File: config.mk
export PLATFORM = sky130hd
export DESIGN_NAME = tci_div_cell
export DESIGN_NICKNAME = d
export VERILOG_FILES = /design/src/rtl/core/tci_pkg.sv /design/src/rtl/core/tci_div_cell.sv
export SDC_FILE = /design/constraint.sdc
export NUM_CORES = 1
export LEC_CHECK = 0
export BUFFER_PORTS_ARGS = -buffer_cell sky130_fd_sc_hd__buf_2
export CORE_AREA = 10 10 156 158
export DETAILED_ROUTE_END_ITERATION = 12
export DIE_AREA = 0 0 166 168
export PLACE_DENSITY_LB_ADDON = 0.12
export SETUP_SLACK_MARGIN = 0.5
export SYNTH_ARGS = -nofsm -noshare
export SYNTH_HDL_FRONTEND = slang
export SYNTH_SLANG_ARGS = --single-unit
File: constraint.sdc
create_clock -name clk -period 0.9 [get_ports clk]
set_clock_uncertainty 0.2 [all_clocks]
set_input_delay 0.225 -clock clk [delete_from_list [all_inputs] [get_ports clk]]
set_output_delay 0.225 -clock clk [all_outputs]
set_load 0.05 [all_outputs]
File: src/rtl/core/tci_pkg.sv
// -----------------------------------------------------------------------------
// Thrust curve inverse package
// Widths, register indexes and the tag types carried along the cell chains.
// -----------------------------------------------------------------------------
`default_nettype none

package tci_pkg;

    localparam int RAD_W  = 128;
    localparam int ROOT_W = 64;
    localparam int REM_W  = 67;
    localparam int NUM_W  = 64;
    localparam int DIV_W  = 32;
    localparam int BM_W   = 63;

    localparam logic [14:0] DEAD_BAND_SCALE = 15'd10000;
    localparam logic [63:0] Q_LIMIT         = 64'd1 << 40;

    typedef enum logic [2:0] {
        REG_GAIN_COEFF    = 3'd0,
        REG_SPEED_COEFF   = 3'd1,
        REG_FORWARD_LIMIT = 3'd2,
        REG_REVERSE_LIMIT = 3'd3,
        REG_MIDDLE_SIGNAL = 3'd4
    } cfg_index_t;

    typedef struct packed {
        logic            db;
        logic            rev;
        logic            bneg;
        logic [BM_W-1:0] bm;
    } sq_tag_t;

    typedef struct packed {
        logic db;
        logic nneg;
    } dv_tag_t;

endpackage

`default_nettype wire

File: src/rtl/core/tci_div_cell.sv
// -----------------------------------------------------------------------------
// Divider cell
// One quotient bit of a restoring division; quotient bits shift into the dividend.
// -----------------------------------------------------------------------------
`default_nettype none

module tci_div_cell
    import tci_pkg::*;
(
    input  wire logic             clk,
    input  wire logic             rst_n,
    input  wire logic             en,
    input  wire logic [DIV_W-1:0] divisor,
    input  wire logic             valid_in,
    input  wire logic [NUM_W-1:0] num_in,
    input  wire logic [DIV_W-1:0] rem_in,
    input  wire dv_tag_t          tag_in,
    output logic                  valid_out,
    output logic [NUM_W-1:0]      num_out,
    output logic [DIV_W-1:0]      rem_out,
    output dv_tag_t               tag_out
);

    logic [DIV_W:0] rem_sh;
    logic [DIV_W:0] diff;
    logic           take;

    assign rem_sh = {rem_in, num_in[NUM_W-1]};
    assign take   = (rem_sh >= {1'b0, divisor});
    assign diff   = rem_sh - {1'b0, divisor};

    always_ff @(posedge clk or negedge rst_n)
    begin
        if (!rst_n)
        begin
            valid_out <= 1'b0;
        end
        else if (en)
        begin
            valid_out <= valid_in;
        end
    end

    always_ff @(posedge clk)
    begin
        if (en)
        begin
            num_out <= {num_in[NUM_W-2:0], take};
            rem_out <= take ? diff[DIV_W-1:0] : rem_sh[DIV_W-1:0];
            tag_out <= tag_in;
        end
    end

endmodule

`default_nettype wire

==> flow_summary.toml <==
[run_status]
status = "finished with violations"
violated_checks = "negative hold slack, negative setup slack"

[die]
pin_count = 233
rows = 54
floorplan.die.height_um = 168
floorplan.die_area_um2 = 27900
floorplan.initialDensity_pct = 24.2
die_w_um = 166
core_region_area_um2 = 21400

[global_route]
met2_usage_pct = 21.9
grt_first_pass_wirelength_um = 30600
largest_net_degree_at_the_start_of_global_routing = 19
met3_usage_pct = 5.31
groute.layer.met1.usage_pct = 17.7
total_congestion_overflow = 0
first_global_vias = 5206
grt_util_all_layers_pct = 14.0
grt_most_used_layer = "met2"
initial_antenna_violation_count = 1

[placed_design]
dp.final_hpwl_um = 15300
routabilityCongestion = 0.837
post_dp_cell_area_um2 = 7760
portBuffers = 232

[pwr]
power.switching_fraction_pct = 35.1
pwr-share-comb_pct = 39.7
total_switching_power_mw = 5.74
pwr_density_cell_nw_per_um2 = 1680
power.sequential.fraction_pct = 36.3
internal-power_mw = 10.6
cellLeakagePower_nw = 4.34
power_frac_clock_pct = 24.0
ir_worst_vdd_mv = 0.743

[min_path]
holdCritPathClass = "input port to async pin"

[clock_network]
numCtsBuffers = 9
clock_sink_count = 99
clock_network_latency_to_the_later_pin_of_the_worst_skew_pair_ns = 0.35
cts_root_buf = "sky130_fd_sc_hd__clkbuf_16"
cts-root-to-sink-buffers = 2
worst_setup_hold_path_clk_slew_ns = 0.08
htree_num_levels = 3
clock_tree_from_tritoncts = "built"

[setup_path]
crit_fanout = 5
cp-end-kind = "flip-flop"
timing_worst_setup_path_type = "input port to flip-flop"
critical_path_required_ns = 0.81
arrival_ns = 2.74
timing.critical_path.slowest_stage_cell = "sky130_fd_sc_hd__or4_1"
worstPathBufferInverterCount = 4
worst_setup_path_start_kind = "input port"
cp_top_family = "simple AND/OR/NAND/NOR gates"
slowest_delay_ns = 0.53
worstPathCellList = "buf_6, inv_4, ha_4, nand4_1, or4_1, a21oi_2, nor3_2, a211oi_2, o21ai_2, o31ai_4, buf_6, buf_6, mux2_2"
cp_common_cell = "sky130_fd_sc_hd__buf_6"

[sta]
tightest_slew_ns = 0.409
final_critical_period_ns = 2.84
period_share_pct = 315
timing_hold_violations_final = 70
setup-violations-final = 133
fmaxAchievable_mhz = 353
grt_setup_unrepaired = "yes"
max-slew-margin-rel_pct = 72.5
postLayoutSetupSlackWorst_ns = -1.94
holdWs_ns = -0.567
final_max_slew_viol_count = 0

[synth]
yosysWarnings = 0
synth_cell_types = 49
yosys.area.top_type_share_pct = 56.7
post-synth-top-area-cell = "sky130_fd_sc_hd__edfxtp_1"
synth-edff-count = 98
ys_ff_latch = 99
synth_fp_nets = 612
netlist_top_cells_area = "sky130_fd_sc_hd__edfxtp_1, sky130_fd_sc_hd__ha_1, sky130_fd_sc_hd__a21oi_1"
mean_post_synth_cell_area_um2 = 11.7
synth-main-ff-cell = "sky130_fd_sc_hd__edfxtp_1"
mappedNetlistArea_um2 = 5190
postSynthCellCount = 445
fraction_of_the_yosys_area_taken_by_sequential_cells_pct = 57.2
postSynth.asyncResetShare_pct = 1.01

[final_layout]
layout-area-overhead-vs-synth_pct = 88.0
nets = 985
insertedDiodeCount = 0
layout.cell_area.non_filler_um2 = 9750
final_util_pct = 45.5
drive_gt1_share_pct = 54.9

[detailed_routing]
vias = 4912
route.detailed.wl_per_inst_um = 18.4
ant_nets = 0
detail_route.iter0.violations = 224
pre_antenna_drt_iters = 4
post_drt_via_cell_ratio = 4.45
drt_wl_total_um = 20300
route.detailed.drc = 0

[job]
cap_viol_max_count = 0
==> per-stage QoR <==
stage	TNS, ns	hold slack, ns	setup WS (ns)	total power [mW]	cells
6_report	-104.46	-0.567	-1.94	16.3	1103
5_1_grt	-112.02	-0.587	-2.06	17.1	1103
4_1_cts	-106.81	-0.584	-1.92	16.4	1096
3_5_place_dp	-110.82	-0.197	-2.47	11.2	1047
3_3_place_gp	-109.95	-0.200	-2.40	11.2	1047
2_1_floorplan	-81.50	-0.271	-2.18	9.15	445
==> layout by cell type (no fill, tap or decap), types with 6 or more instances in the layout <==
master                        n
sky130_fd_sc_hd__a21o_1      12
sky130_fd_sc_hd__a21oi_1     46
sky130_fd_sc_hd__a21oi_2      8
sky130_fd_sc_hd__buf_12      24
sky130_fd_sc_hd__buf_16      17
sky130_fd_sc_hd__buf_2      104
sky130_fd_sc_hd__buf_4      105
sky130_fd_sc_hd__buf_6      122
sky130_fd_sc_hd__buf_8        8
sky130_fd_sc_hd__clkbuf_16    9
sky130_fd_sc_hd__edfxtp_1    98
sky130_fd_sc_hd__ha_1        23
sky130_fd_sc_hd__ha_4         8
sky130_fd_sc_hd__inv_1       30
sky130_fd_sc_hd__inv_2        6
sky130_fd_sc_hd__mux2_2       7
sky130_fd_sc_hd__nand2_1     25
sky130_fd_sc_hd__nand3_1      8
sky130_fd_sc_hd__nand4_1      8
sky130_fd_sc_hd__nor2_1      34
sky130_fd_sc_hd__o21a_1       6
sky130_fd_sc_hd__o21ai_0     12
sky130_fd_sc_hd__xnor2_1     15
sky130_fd_sc_hd__xor2_1      12
==> flip-flops by register name, summed over array words and instances (netlist names) <==
name	count
rem_out	32
valid_out	1
tag_out	2
num_out	64
==> power groups by stage <==
stage | clock network [mW] | registers [mW] | logic (mW)
6_report | 3.92 | 5.94 | 6.49
5_1_grt | 4.21 | 5.99 | 6.90
4_1_cts | 4.05 | 5.94 | 6.39
3_5_place_dp | 0 | 5.94 | 5.27
3_3_place_gp | 0 | 5.93 | 5.27
2_1_floorplan | 0 | 7.62 | 1.53
==> metal layers <==
| metal | routed length, um | vias to the layer above |
|---|---|---|
| li1 | - | 2389 |
| met1 | 9150 | 2311 |
| met5 | 10 | - |
| met4 | 281 | 2 |
| met2 | 9140 | 193 |
| met3 | 1690 | 17 |
==> worst paths after layout <==
kind | from | to | slack [ns] | cells after the start
worst min register to register | valid_out | valid_out | 0.34 | 1
max in group asynchronous | rst_n | valid_out | 0.97 | 1
worst min-delay path | rst_n | valid_out | -0.57 | 1
worst max register to register | valid_out | valid_out | -0.08 | 1
worst max-delay path | divisor[15] | rem_out[4] | -1.94 | 13
min in group clk | num_in[16] | num_out[17] | -0.17 | 1
==> repair_timing <==
action,4_1_cts,5_1_grt
gates cloned,16,0
pin swaps,6,10
hold endpoints to repair,77,70
setup buffers,17,7
endpoints found under the setup margin,236,243
resized for setup,264,31
==> synthesized netlist by cell type, types with 3 or more instances <==
| master | count |
|---|---|
| sky130_fd_sc_hd__nand2b_1 | 3 |
| sky130_fd_sc_hd__ha_1 | 32 |
| sky130_fd_sc_hd__edfxtp_1 | 98 |
| sky130_fd_sc_hd__nor2_1 | 35 |
| sky130_fd_sc_hd__a21o_1 | 12 |
| sky130_fd_sc_hd__mux2_1 | 4 |
| sky130_fd_sc_hd__buf_4 | 3 |
| sky130_fd_sc_hd__mux2_2 | 7 |
| sky130_fd_sc_hd__a31oi_1 | 5 |
| sky130_fd_sc_hd__a21oi_1 | 56 |
| sky130_fd_sc_hd__nand2_1 | 26 |
| sky130_fd_sc_hd__inv_1 | 38 |
| sky130_fd_sc_hd__a211oi_1 | 3 |
| sky130_fd_sc_hd__buf_2 | 8 |
| sky130_fd_sc_hd__xnor2_1 | 15 |
| sky130_fd_sc_hd__o21bai_1 | 3 |
| sky130_fd_sc_hd__xor2_1 | 12 |
| sky130_fd_sc_hd__nor4_1 | 4 |
| sky130_fd_sc_hd__o21ai_0 | 16 |
| sky130_fd_sc_hd__nor2b_1 | 3 |
| sky130_fd_sc_hd__o21a_1 | 6 |
| sky130_fd_sc_hd__clkbuf_1 | 6 |
| sky130_fd_sc_hd__nand3_1 | 8 |
| sky130_fd_sc_hd__o211ai_1 | 4 |
| sky130_fd_sc_hd__nand4_1 | 8 |
==> cells by family after synthesis <==
kind of cell,Yosys count,share of synthesized area (%)
AO/OA/AOI/OAI,119,14.1
AND/OR/NAND/NOR,99,8.97
flip-flops,99,57.2
buffers and inverters,56,4.49
adder cells (fa/ha/maj),33,8.10
XOR/XNOR,27,4.56
multiplexers,12,2.58
==> area by class of cell <==
| type | count | area (um2) |
|---|---|---|
| multi-input combinational | 290 | 2240 |
| fill | 2017 | 11700 |
| clock buffer | 10 | 229 |
| sequential | 99 | 2970 |
| timing repair buffer | 380 | 3750 |
| inverter | 38 | 153 |
| tap | 280 | 350 |
| clock inverter | 6 | 57.6 |
Note: power is estimated with default switching activity, not from simulation.
