<file path="src/rtl/core/tci_pkg.sv">
// -----------------------------------------------------------------------------
// Thrust curve inverse package
// Widths, register indexes and the tag types carried along the cell chains.
// -----------------------------------------------------------------------------
`default_nettype none

package tci_pkg;

    localparam int RAD_W  = 128;
    localparam int ROOT_W = 64;
    localparam int REM_W  = 67;
    localparam int NUM_W  = 64;
    localparam int DIV_W  = 32;
    localparam int BM_W   = 63;

    localparam logic [14:0] DEAD_BAND_SCALE = 15'd10000;
    localparam logic [63:0] Q_LIMIT         = 64'd1 << 40;

    typedef enum logic [2:0] {
        REG_GAIN_COEFF    = 3'd0,
        REG_SPEED_COEFF   = 3'd1,
        REG_FORWARD_LIMIT = 3'd2,
        REG_REVERSE_LIMIT = 3'd3,
        REG_MIDDLE_SIGNAL = 3'd4
    } cfg_index_t;

    typedef struct packed {
        logic            db;
        logic            rev;
        logic            bneg;
        logic [BM_W-1:0] bm;
    } sq_tag_t;

    typedef struct packed {
        logic db;
        logic nneg;
    } dv_tag_t;

endpackage

`default_nettype wire

</file>
<file path="src/rtl/core/tci_sqrt_cell.sv">
// -----------------------------------------------------------------------------
// Square root cell
// One digit of a restoring integer square root; passes its result on each cycle that en is high.
// -----------------------------------------------------------------------------
`default_nettype none

module tci_sqrt_cell
    import tci_pkg::*;
(
    input  wire logic              clk,
    input  wire logic              rst_n,
    input  wire logic              en,
    input  wire logic              valid_in,
    input  wire logic [RAD_W-1:0]  rad_in,
    input  wire logic [REM_W-1:0]  rem_in,
    input  wire logic [ROOT_W-1:0] root_in,
    input  wire sq_tag_t           tag_in,
    output logic                   valid_out,
    output logic [RAD_W-1:0]       rad_out,
    output logic [REM_W-1:0]       rem_out,
    output logic [ROOT_W-1:0]      root_out,
    output sq_tag_t                tag_out
);

    logic [REM_W-1:0] rem_sh;
    logic [REM_W-1:0] trial;
    logic             take;

    assign rem_sh = {rem_in[REM_W-3:0], rad_in[RAD_W-1:RAD_W-2]};
    assign trial  = {1'b0, root_in, 2'b01};
    assign take   = (rem_sh >= trial);

    always_ff @(posedge clk or negedge rst_n)
    begin
        if (!rst_n)
        begin
            valid_out <= 1'b0;
        end
        else if (en)
        begin
            valid_out <= valid_in;
        end
    end

    always_ff @(posedge clk)
    begin
        if (en)
        begin
            rad_out  <= {rad_in[RAD_W-3:0], 2'b00};
            rem_out  <= take ? (rem_sh - trial) : rem_sh;
            root_out <= {root_in[ROOT_W-2:0], take};
            tag_out  <= tag_in;
        end
    end

endmodule

`default_nettype wire

</file>
<file path="config.mk">
export PLATFORM = sky130hd
export DESIGN_NAME = tci_sqrt_cell
export DESIGN_NICKNAME = d
export VERILOG_FILES = /design/src/rtl/core/tci_pkg.sv /design/src/rtl/core/tci_sqrt_cell.sv
export SDC_FILE = /design/constraint.sdc
export NUM_CORES = 1
export LEC_CHECK = 0
export ABC_AREA = 0
export BUFFER_PORTS_ARGS = -buffer_cell sky130_fd_sc_hd__clkbuf_2
export CORE_AREA = 2 2 258 260
export DETAILED_ROUTE_END_ITERATION = 8
export DIE_AREA = 0 0 260 262
export PLACE_DENSITY_LB_ADDON = 0.12
export SLEW_MARGIN = 40
export SYNTH_ARGS = -nofsm -noshare
export SYNTH_HDL_FRONTEND = slang
export SYNTH_SLANG_ARGS = --single-unit
</file>
<file path="constraint.sdc">
create_clock -name clk -period 1.8 [get_ports clk]
set_input_delay 0.18 -clock clk [delete_from_list [all_inputs] [get_ports clk]]
set_output_delay 0.18 -clock clk [all_outputs]
set_load 0.005 [all_outputs]
</file>
==> metrics, run 1 <==
DPL Wire Length 50,000 um; hold path startpoint rem_in[23]; flops & latches, synth 324; CP endpoint kind register; starting density of the core 0.226; EDFF count, synth 323; fmax 382 MHz; clock-pin slew on the worst setup and hold paths 60 ps; P_leak 12.5 nW; Yosys warnings 0; startpoint types input port; clk root buf clkbuf_16; DRT Pass-1 Iters 5; hold_ws 27.8 ps; Die Footprint 68,100 um2; Hold EP rem_out[25]; post-placement cell count 2,965; Synth Cell Area 14,800 um2; total number of vias 14,400; Post-Synthesis Cells 1,143; vias in the first global route 15,100; core area 65,300 um2; WL final 65,600 um; Fin. Hold Viols 0; Max clock buf depth 3; cts bufs inserted 40; Tmin final 2620 ps; worst r2r src valid_out; Crit Path Category in2reg; power per cell area 826 nW/um2; Tcrit/Tclk final 1.46; Hold Path Depth 4; worst reg-to-reg path cell count 1; status finished, violations left; clk_lat worst skew 550 ps; Max IR drop VDD 567 uV; H-tree depth 2; initial antenna violation count 14; max-cap violation count 0; CTS Sinks 324; first-pass GRT wire length 91,200 um; count of final max-slew check failures 0; Avg WL per Cell 19.3 um; register area share after synthesis 0.659; ys flop type edfxtp_1; global route total overflow 0; RSZ-0062 raised after global routing yes; die width 260 um; clk_skew 0 ps; post-route cell area 28,000 um2; port buffer count 650; placed cell area 21,900 um2; # DRC 0; gr usage total 0.178; row cnt 94; I/O pin count 655; drt first-iter violations 739; HP Class in2reg; post-synth cell types 61; share of cells above drive strength 1 0.515; Non-Filler Instances 3,394; height of the die 262 um; total power 23.1 mW; crit path max fanout 6; placer congestion estimate 0.802; failing checks setup timing; CTS tree built; Area Growth Syn to Fin 89.5%; synthesized area per cell 12.9 um2; reg2reg end valid_out; internal reg-to-reg setup slack 1060 ps; Routed Antenna Nets 0; CP required 2100 ps; final worst slack -820 ps; FFs w/ async S/R, synth 0.00309; fillcell total 6,309; largest net degree at the start of global routing 63; setup violators final 68; final net count 2,889; Crit path arrival time 2920 ps; vias per std cell 4.26
==> state kept, by name (all words and copies together), names as in the netlist <==
| signal | flops |
|---|---|
| tag_out | 66 |
| valid_out | 1 |
| rad_out | 126 |
| rem_out | 67 |
| root_out | 64 |
==> power by group <==
part / switching [mW] / total, mW / leakage (nW) / internal (mW)
sequential: 0.239 / 9.41 / 3.17 / 9.17
combinational: 2.83 / 5.98 / 8.71 / 3.16
clock: 3.30 / 7.72 / 0.598 / 4.42
==> how the worst max path moves through the flow <==
stage / startpoint / endpoint / slack [ps] / cells past startpoint
floorplan: root_in[12] / rem_out[28] / -980 / 14
global placement: root_in[17] / rem_out[53] / -1920 / 15
detailed placement: root_in[17] / rem_out[53] / -1880 / 15
CTS: rem_in[14] / rem_out[63] / -800 / 14
global route: root_in[18] / rem_out[63] / -870 / 15
finish: root_in[12] / rem_out[63] / -820 / 15
==> Yosys cell counts, types with 20 or more instances <==
cell type / count / area, um2
edfxtp_1: 323 / 9700
nand2_1: 127 / 477
o21ai_0: 94 / 470
inv_1: 93 / 349
a21oi_1: 75 / 375
ha_1: 66 / 826
nor2_1: 42 / 158
a21o_1: 38 / 285
xnor2_1: 38 / 333
xor2_1: 26 / 228
o21bai_1: 23 / 173
nand4_1: 22 / 138
clkbuf_1: 20 / 75.1
==> area by class of cell <==
type | count | area, um2 | area share
diodes | 8 | 20.0 | 0.000716
clock buffers | 52 | 1090 | 0.0389
flip-flops and latches | 324 | 9720 | 0.348
well taps | 864 | 1080 | 0.0386
clock inverters | 18 | 138 | 0.00492
multi-input cells | 688 | 5640 | 0.201
repair buffers | 1347 | 9920 | 0.355
inverters | 93 | 372 | 0.0133
==> through the flow <==
| stage | setup slack, ps | setup TNS, ps | util |
|---|---|---|---|
| after detailed placement | -1880 | -100600 | 0.335 |
| after floorplan | -976 | -53540 | - |
| after global routing | -870 | -52170 | 0.429 |
| after global placement | -1920 | -101870 | 0.335 |
| after CTS | -803 | -50110 | 0.414 |
| final | -820 | -48220 | 0.429 |
==> critical path, stage by stage <==
cell and delay [ps]:
clkbuf_16 120, inv_12 30, ha_4 240, buf_6 130, nand2_4 70, o21ai_2 70, a221o_1 410, a211oi_4 350
a211oi_4 140, o211ai_1 200, nand2_2 110, a31oi_4 250, buf_12 170, buf_12 140, mux2_4 300
==> cell usage in the layout (no fill, tap or decap), types with 36 or more instances in the layout <==
master / instances
clkbuf_16: 49
ha_1: 43
dlygate4sd3_1: 313
o21ai_2: 60
xnor2_1: 37
nor2_1: 40
edfxtp_1: 323
nand2_1: 87
a21o_1: 38
buf_4: 338
a21oi_1: 63
o21ai_0: 36
inv_1: 79
clkbuf_2: 640
==> logic make-up (layout without fill, tap and decap cells) <==
logic type | count (synthesis) | count (layout) | share of synthesized area
flops | 324 | 324 | 0.659
mux | 3 | 3 | 0.00229
simple gates | 253 | 253 | 0.0779
xor+xnor | 64 | 64 | 0.0380
other cells | 1 | 10 | 0.000254
buf+inv | 132 | 1510 | 0.0364
compound gates | 300 | 300 | 0.131
fa+ha+maj | 66 | 66 | 0.0559
==> layer usage <==
metal | vias to the layer above | track usage | part of all wire
met2 | 431 | 0.312 | 0.50
met1 | 6965 | 0.214 | 0.41
li1 | 6951 | - | -
met4 | 10 | 0.0575 | 0.027
met3 | 87 | 0.0452 | 0.060
met5 | - | 0.00833 | 0.00090
==> repair_timing <==
item | CTS | global route
hold buffers | 312 | 1
cloned | 5 | 7
pin swaps | 45 | 59
gates resized for setup | 149 | 178
setup endpoints to repair | 68 | 68
hold endpoints to repair | 326 | 1
setup buffers | 21 | 9
No activity file was read; power rests on OpenSTA's default activity.
==> inputs of run 2 (changes only) <==
--- a/config.mk
+++ b/config.mk
@@ -7,9 +7,10 @@
 export LEC_CHECK = 0
 export ABC_AREA = 0
 export BUFFER_PORTS_ARGS = -buffer_cell sky130_fd_sc_hd__clkbuf_2
-export CORE_AREA = 2 2 258 260
+export CORE_AREA = 2 2 256 258
+export CTS_BUF_LIST = sky130_fd_sc_hd__clkbuf_8
 export DETAILED_ROUTE_END_ITERATION = 8
-export DIE_AREA = 0 0 260 262
+export DIE_AREA = 0 0 258 260
 export PLACE_DENSITY_LB_ADDON = 0.12
 export SLEW_MARGIN = 40
 export SYNTH_ARGS = -nofsm -noshare
==> metrics, run 2 (same netlist as run 1, synthesis figures left out) <==
Tcrit/Tclk final 1.39 (was 1.46); port buffer count 650 (unchanged); crit path from root_in[5] (was root_in[12]); total number of vias 14,200 (was 14,400); Critical-path top delay cell a2111oi_4 (was a221o_1); gr usage total 0.177 (was 0.178); crit path to rem_out[61] (was rem_out[63]); power per cell area 793 nW/um2 (was 826 nW/um2); drt first-iter violations 671 (was 739); Finished Core Util 0.422 (was 0.429); starting density of the core 0.230 (was 0.226); status finished, violations left (unchanged); die width 258 um (was 260 um); # DRC 0 (unchanged); worst r2r src valid_out (unchanged); biggest regs rad_out: 126 flops, rem_out: 67 flops, tag_out: 66 flops (unchanged); fillcell total 6,291 (was 6,309); fmax 399 MHz (was 382 MHz); share of cells above drive strength 1 0.474 (was 0.515); reg2reg end valid_out (unchanged); Multi-input gate area 5290 um2 (was 5640 um2); clk_skew 0 ps (unchanged); CTS Sinks 324 (unchanged); Avg WL per Cell 18.4 um (was 19.3 um); internal reg-to-reg setup slack 510 ps (was 1060 ps); slew margin rel. 0.516; count of final max-slew check failures 0 (unchanged); vias per std cell 4.16 (was 4.26); core area 64,100 um2 (was 65,300 um2); DRT Pass-1 Iters 6 (was 5); switch share 0.286 (was 0.275); CP endpoint kind register (unchanged); Combinational Power Share 0.260 (was 0.259); clk_lat worst skew 630 ps (was 550 ps); cts bufs inserted 59 (was 40); first-pass GRT wire length 90,100 um (was 91,200 um); commonest non-fill, non-tap cell in the layout clkbuf_2 (unchanged); HP Class in2reg (unchanged); CP required 2200 ps (was 2100 ps); Largest register FFs 126 (unchanged); clk root buf clkbuf_8 (was clkbuf_16); startpoint types input port (unchanged); height of the die 260 um (was 262 um); worst slack, placed -1910 ps (was -1880 ps); worst reg-to-reg path cell count 2 (was 1); Crit path arrival time 2900 ps (was 2920 ps); actual slew at the worst max-slew pin 721 ps; CTS tree built (unchanged); setup violators final 68 (unchanged); failing checks setup timing (unchanged); most frequent cells in the layout clkbuf_2 (639), buf_4 (336), dlygate4sd3_1 (327) (was clkbuf_2 (640), buf_4 (338), edfxtp_1 (323)); CP max stage delay 400 ps (was 410 ps); final worst slack -706 ps (was -820 ps); kind of cell adding the most delay to the critical path compound AO/OA/AOI/OAI gates (unchanged); Max IR drop VDD 528 uV (was 567 uV); initial antenna violation count 11 (was 14); max-cap violation count 0 (unchanged); Stages on worst setup path 15 (unchanged); crit path max fanout 5 (was 6); Area Growth Syn to Fin 83.3% (was 89.5%); Crit Path Category in2reg (unchanged); Flop pwr share 0.438 (was 0.407); total net switching power 6.13 mW (was 6.36 mW); Fin. Hold Viols 0 (unchanged); H-tree depth 2 (unchanged); placer congestion estimate 0.835 (was 0.802); Clock power frac 0.301 (was 0.334); vias in the first global route 15,100 (about the same); Routed Antenna Nets 0 (unchanged); I/O pin count 655 (unchanged); global route total overflow 0 (unchanged); clock-pin slew on the worst setup and hold paths 60 ps (about the same); hold_ws 111 ps (was 27.8 ps); Die Footprint 67,100 um2 (was 68,100 um2); most numerous cell on the critical path buf_4; final net count 2,897 (was 2,889); Max clock buf depth 3 (unchanged); P_leak 12.2 nW (was 12.5 nW); Tmin final 2510 ps (was 2620 ps); setup tns final -42,310 ps (was -48,220 ps); FF/Latch Area 9720 um2 (unchanged); largest net degree at the start of global routing 57 (was 63); Biggest register rad_out (unchanged); CP Cell Sequence clkbuf_8 -> inv_2 -> ha_4 -> and2_4 -> a311oi_2 -> buf_4 -> o211ai_1 -> buf_4 -> a2111oi_4 -> nor2_2 -> a41oi_2 -> buf_4 -> o21bai_4 -> xnor2_1 -> o21ai_1 (was clkbuf_16 -> inv_12 -> ha_4 -> buf_6 -> nand2_4 -> o21ai_2 -> a221o_1 -> a211oi_4 -> a211oi_4 -> o211ai_1 -> nand2_2 -> a31oi_4 -> buf_12 -> buf_12 -> mux2_4); DPL Wire Length 48,600 um (was 50,000 um); Bufs and invs on worst path 5 (unchanged); WL final 62,700 um (was 65,600 um); row cnt 93 (was 94); RSZ-0062 raised after global routing yes (unchanged); total internal power 15.3 mW (was 16.8 mW)
## run 2: cell types whose count changed in the layout (fill, tap and decap cells not counted), moves of 14 or more
cell	previous run	this run
o21ai_2	60	29
clkbuf_8	1	61
nand2_2	28	5
clkbuf_16	49	2
inv_1	79	103
o21ai_1	5	38
dlygate4sd3_1	313	327
nand2_1	87	121
## run 2: final cells by class
class | count | area share
Timing Repair Buffer | 1336 | 0.352
Sequential cell | 324 | 0.359
Multi-Input combinational cell | 688 | 0.195
Inverter | 93 | 0.0138
Tap cell | 855 | 0.0395
Clock inverter | 46 | 0.00916
Antenna cell | 5 | 0.000462
Clock buffer | 59 | 0.0300
## run 2: tightest hold or removal path, stage by stage
cell and delay [ps]:
clkbuf_2 120, inv_1 80, ha_1 140, o21ai_2 60
## run 2: power groups by stage
stage | Combinational (mW) | Sequential (mW) | Clock (mW)
after floorplan | 1.55 | 9.61 | 0
after global placement | 4.57 | 9.55 | 0
after detailed placement | 4.56 | 9.55 | 0
after CTS | 5.41 | 9.40 | 6.76
after global routing | 6.09 | 9.47 | 7.06
final | 5.59 | 9.40 | 6.47
## run 2: layer usage
| layer | GRT usage | vias up | part of all wire |
|---|---|---|---|
| met4 | 0.0560 | 12 | 0.030 |
| met2 | 0.310 | 422 | 0.50 |
| met3 | 0.0533 | 110 | 0.072 |
| li1 | - | 6966 | - |
| met1 | 0.207 | 6665 | 0.40 |
| met5 | 0 | - | 0.0012 |
## run 2: worst min-delay path by stage
| stage | start | to | slack [ps] | cells after the start |
|---|---|---|---|---|
| CTS | rem_in[5] | rem_out[7] | 40 | 4 |
| detailed placement | rst_n | valid_out | -40 | 1 |
| finish | rad_in[127] | rem_out[1] | 110 | 4 |
| floorplan | rst_n | valid_out | -120 | 0 |
| global placement | rst_n | valid_out | -40 | 1 |
| global route | rad_in[127] | rem_out[1] | 100 | 4 |
## run 2: per-stage QoR
step	area [um2]	total power [mW]	std cells
finish	27100	21.5	3406
global route	27000	22.6	3402
CTS	26600	21.6	3392
detailed placement	21800	14.1	2953
global placement	21800	14.1	2953
floorplan	14900	11.2	1144
## run 2: timing repair
| item | CTS | global route |
|---|---|---|
| endpoints found under the hold margin | 339 | 0 |
| hold buffers | 327 | 0 |
| endpoints found under the setup margin | 68 | 68 |
| buffers inserted | 9 | 8 |
| resized for setup | 117 | 101 |
| cloned | 0 | 3 |
| pin swaps | 33 | 52 |
==> inputs of run 3 (changes only) <==
==> constraint.sdc (replaced) <==
create_clock -name clk -period 3 [get_ports clk]
set_input_delay 0.15 -clock clk [delete_from_list [all_inputs] [get_ports clk]]
set_output_delay 0.15 -clock clk [all_outputs]
set_load 0.005 [all_outputs]
==> metrics, run 3 (same netlist as run 1, synthesis figures left out) <==
worst r2r src valid_out (unchanged); setup tns final 0 ps (was -42,310 ps); most frequent cells in the layout clkbuf_2 (649), dlygate4sd3_1 (327), edfxtp_1 (323) (was clkbuf_2 (639), buf_4 (336), dlygate4sd3_1 (327)); startpoint types input port (unchanged); core area 64,100 um2 (unchanged); Die Footprint 67,100 um2 (unchanged); max-cap violation count 0 (unchanged); WL final 63,300 um (was 62,700 um); share of cells above drive strength 1 0.405 (was 0.474); CP endpoint kind register (unchanged); Avg WL per Cell 19.5 um (was 18.4 um); placed cell area 20,500 um2 (was 21,800 um2); cts bufs inserted 60 (was 59); P_leak 11.3 nW (was 12.2 nW); Max clock buf depth 3 (unchanged); clk_skew 0 ps (unchanged); clock-pin slew on the worst setup and hold paths 60 ps (about the same); HP Class in2reg (unchanged); H-tree depth 2 (unchanged); slew margin rel. 0.556 (was 0.516); worst reg-to-reg path cell count 1 (was 2); Largest register FFs 126 (unchanged); total number of vias 13,800 (was 14,200); row cnt 93 (unchanged); actual slew at the worst max-slew pin 666 ps (was 721 ps); largest net degree at the start of global routing 69 (was 57); crit path max fanout 6 (was 5); Max IR drop VDD 275 uV (was 528 uV); fmax 348 MHz; count of final max-slew check failures 0 (unchanged); Tcrit/Tclk final 0.957; reg2reg end valid_out (unchanged); gr usage total 0.179 (was 0.177); worst slack, placed -606 ps (was -1910 ps); CTS tree built (unchanged); Biggest register rad_out (unchanged); power per cell area 509 nW/um2 (was 793 nW/um2); starting density of the core 0.230 (unchanged); DRT Pass-1 Iters 5 (was 6); Hold EP rem_out[4] (was rem_out[1]); clk root buf clkbuf_8 (unchanged); I/O pin count 655 (unchanged); # DRC 0 (unchanged); Tmin final 2870 ps; commonest non-fill, non-tap cell in the layout clkbuf_2 (unchanged); vias per std cell 4.25 (was 4.16); die width 258 um (unchanged); global route total overflow 0 (unchanged); hold path startpoint rem_in[2] (was rad_in[127]); Fin. Hold Viols 0 (unchanged); drt first-iter violations 888 (was 671); placer congestion estimate 0.834 (was 0.835); height of the die 260 um (unchanged); clk_lat worst skew 670 ps (was 630 ps); final net count 2,743 (was 2,897); post-route cell area 25,100 um2 (was 27,100 um2); status complete, no violations (was finished, violations left); vias in the first global route 14,500 (was 15,100); internal reg-to-reg setup slack 2260 ps (was 510 ps); CTS Sinks 324 (unchanged); biggest regs rad_out: 126 flops, rem_out: 67 flops, tag_out: 66 flops (unchanged); port buffer count 650 (unchanged); Hold Path Depth 4 (unchanged); Area Growth Syn to Fin 69.9% (was 83.3%); crit path from root_in[35] (was root_in[5]); Crit Path Category in2reg (unchanged); DPL Wire Length 49,300 um (was 48,600 um); first-pass GRT wire length 90,900 um (was 90,100 um); setup violators final 0 (was 68); Routed Antenna Nets 0 (unchanged); Crit path arrival time 3250 ps (was 2900 ps); final worst slack 129 ps (was -706 ps); initial antenna violation count 8 (was 11); CP required 3380 ps (was 2200 ps)
run 3: per-stage QoR:
stage	total power, mW	util	hold slack [ps]	cells
floorplan	6.67	-	-146	1144
global placement	8.23	0.319	-70.5	2803
detailed placement	8.22	0.319	-69.8	2803
CTS	12.9	0.388	12.3	3235
global route	13.4	0.391	77.5	3247
finish	12.8	0.391	96.9	3247
run 3: layer usage:
| metal | up-vias | global-route usage | share of wire |
|---|---|---|---|
| li1 | 6650 | - | - |
| met1 | 6633 | 0.215 | 0.41 |
| met2 | 423 | 0.323 | 0.51 |
| met3 | 82 | 0.0409 | 0.059 |
| met4 | 8 | 0.0430 | 0.019 |
| met5 | - | 0 | 0.00062 |
run 3: how the worst max path moves through the flow:
stage                   to  slack (ps)  depth (start not counted)
2_1_floorplan  rem_out[28]          80                         14
4_1_cts        rem_out[64]           2                         17
5_1_grt        rem_out[66]          -7                         16
6_report       rem_out[32]         130                         17
3_3_place_gp   rem_out[65]        -560                         13
3_5_place_dp   rem_out[65]        -610                         13
run 3: cell type report:
type                    instances  area, um2
flip-flops and latches        324       9720
clock inverters                44        304
clock buffers                  61        840
diodes                          1       2.50
fillers                      6408      39000
repair buffers               1181       8200
well taps                     855       1070
inverters                      93        349
multi-input cells             688       4590
run 3: critical path: stages:
cell and delay (ps):
dlygate4sd3_1 540, clkbuf_2 130, inv_1 50, ha_1 290, and3_1 250, nand2_1 140
nor3_4 240, nand3_2 150, a211oi_4 330, o211ai_1 130, nand2_2 110, a31oi_4 140
buf_4 190, clkbuf_16 150, buf_4 130, nand2_1 50, o21ai_0 80
run 3: power by group:
group	internal [mW]	switching, mW
sequential	5.51	0.133
clock	2.23	2.01
combinational	1.43	1.46
run 3: repair_timing:
| item | 4_1_cts | 5_1_grt |
|---|---|---|
| setup endpoints to repair | 0 | 61 |
| resized for setup | 0 | 18 |
| hold buffers | 327 | 0 |
| endpoints found under the hold margin | 372 | 0 |
| setup buffers | 0 | 9 |
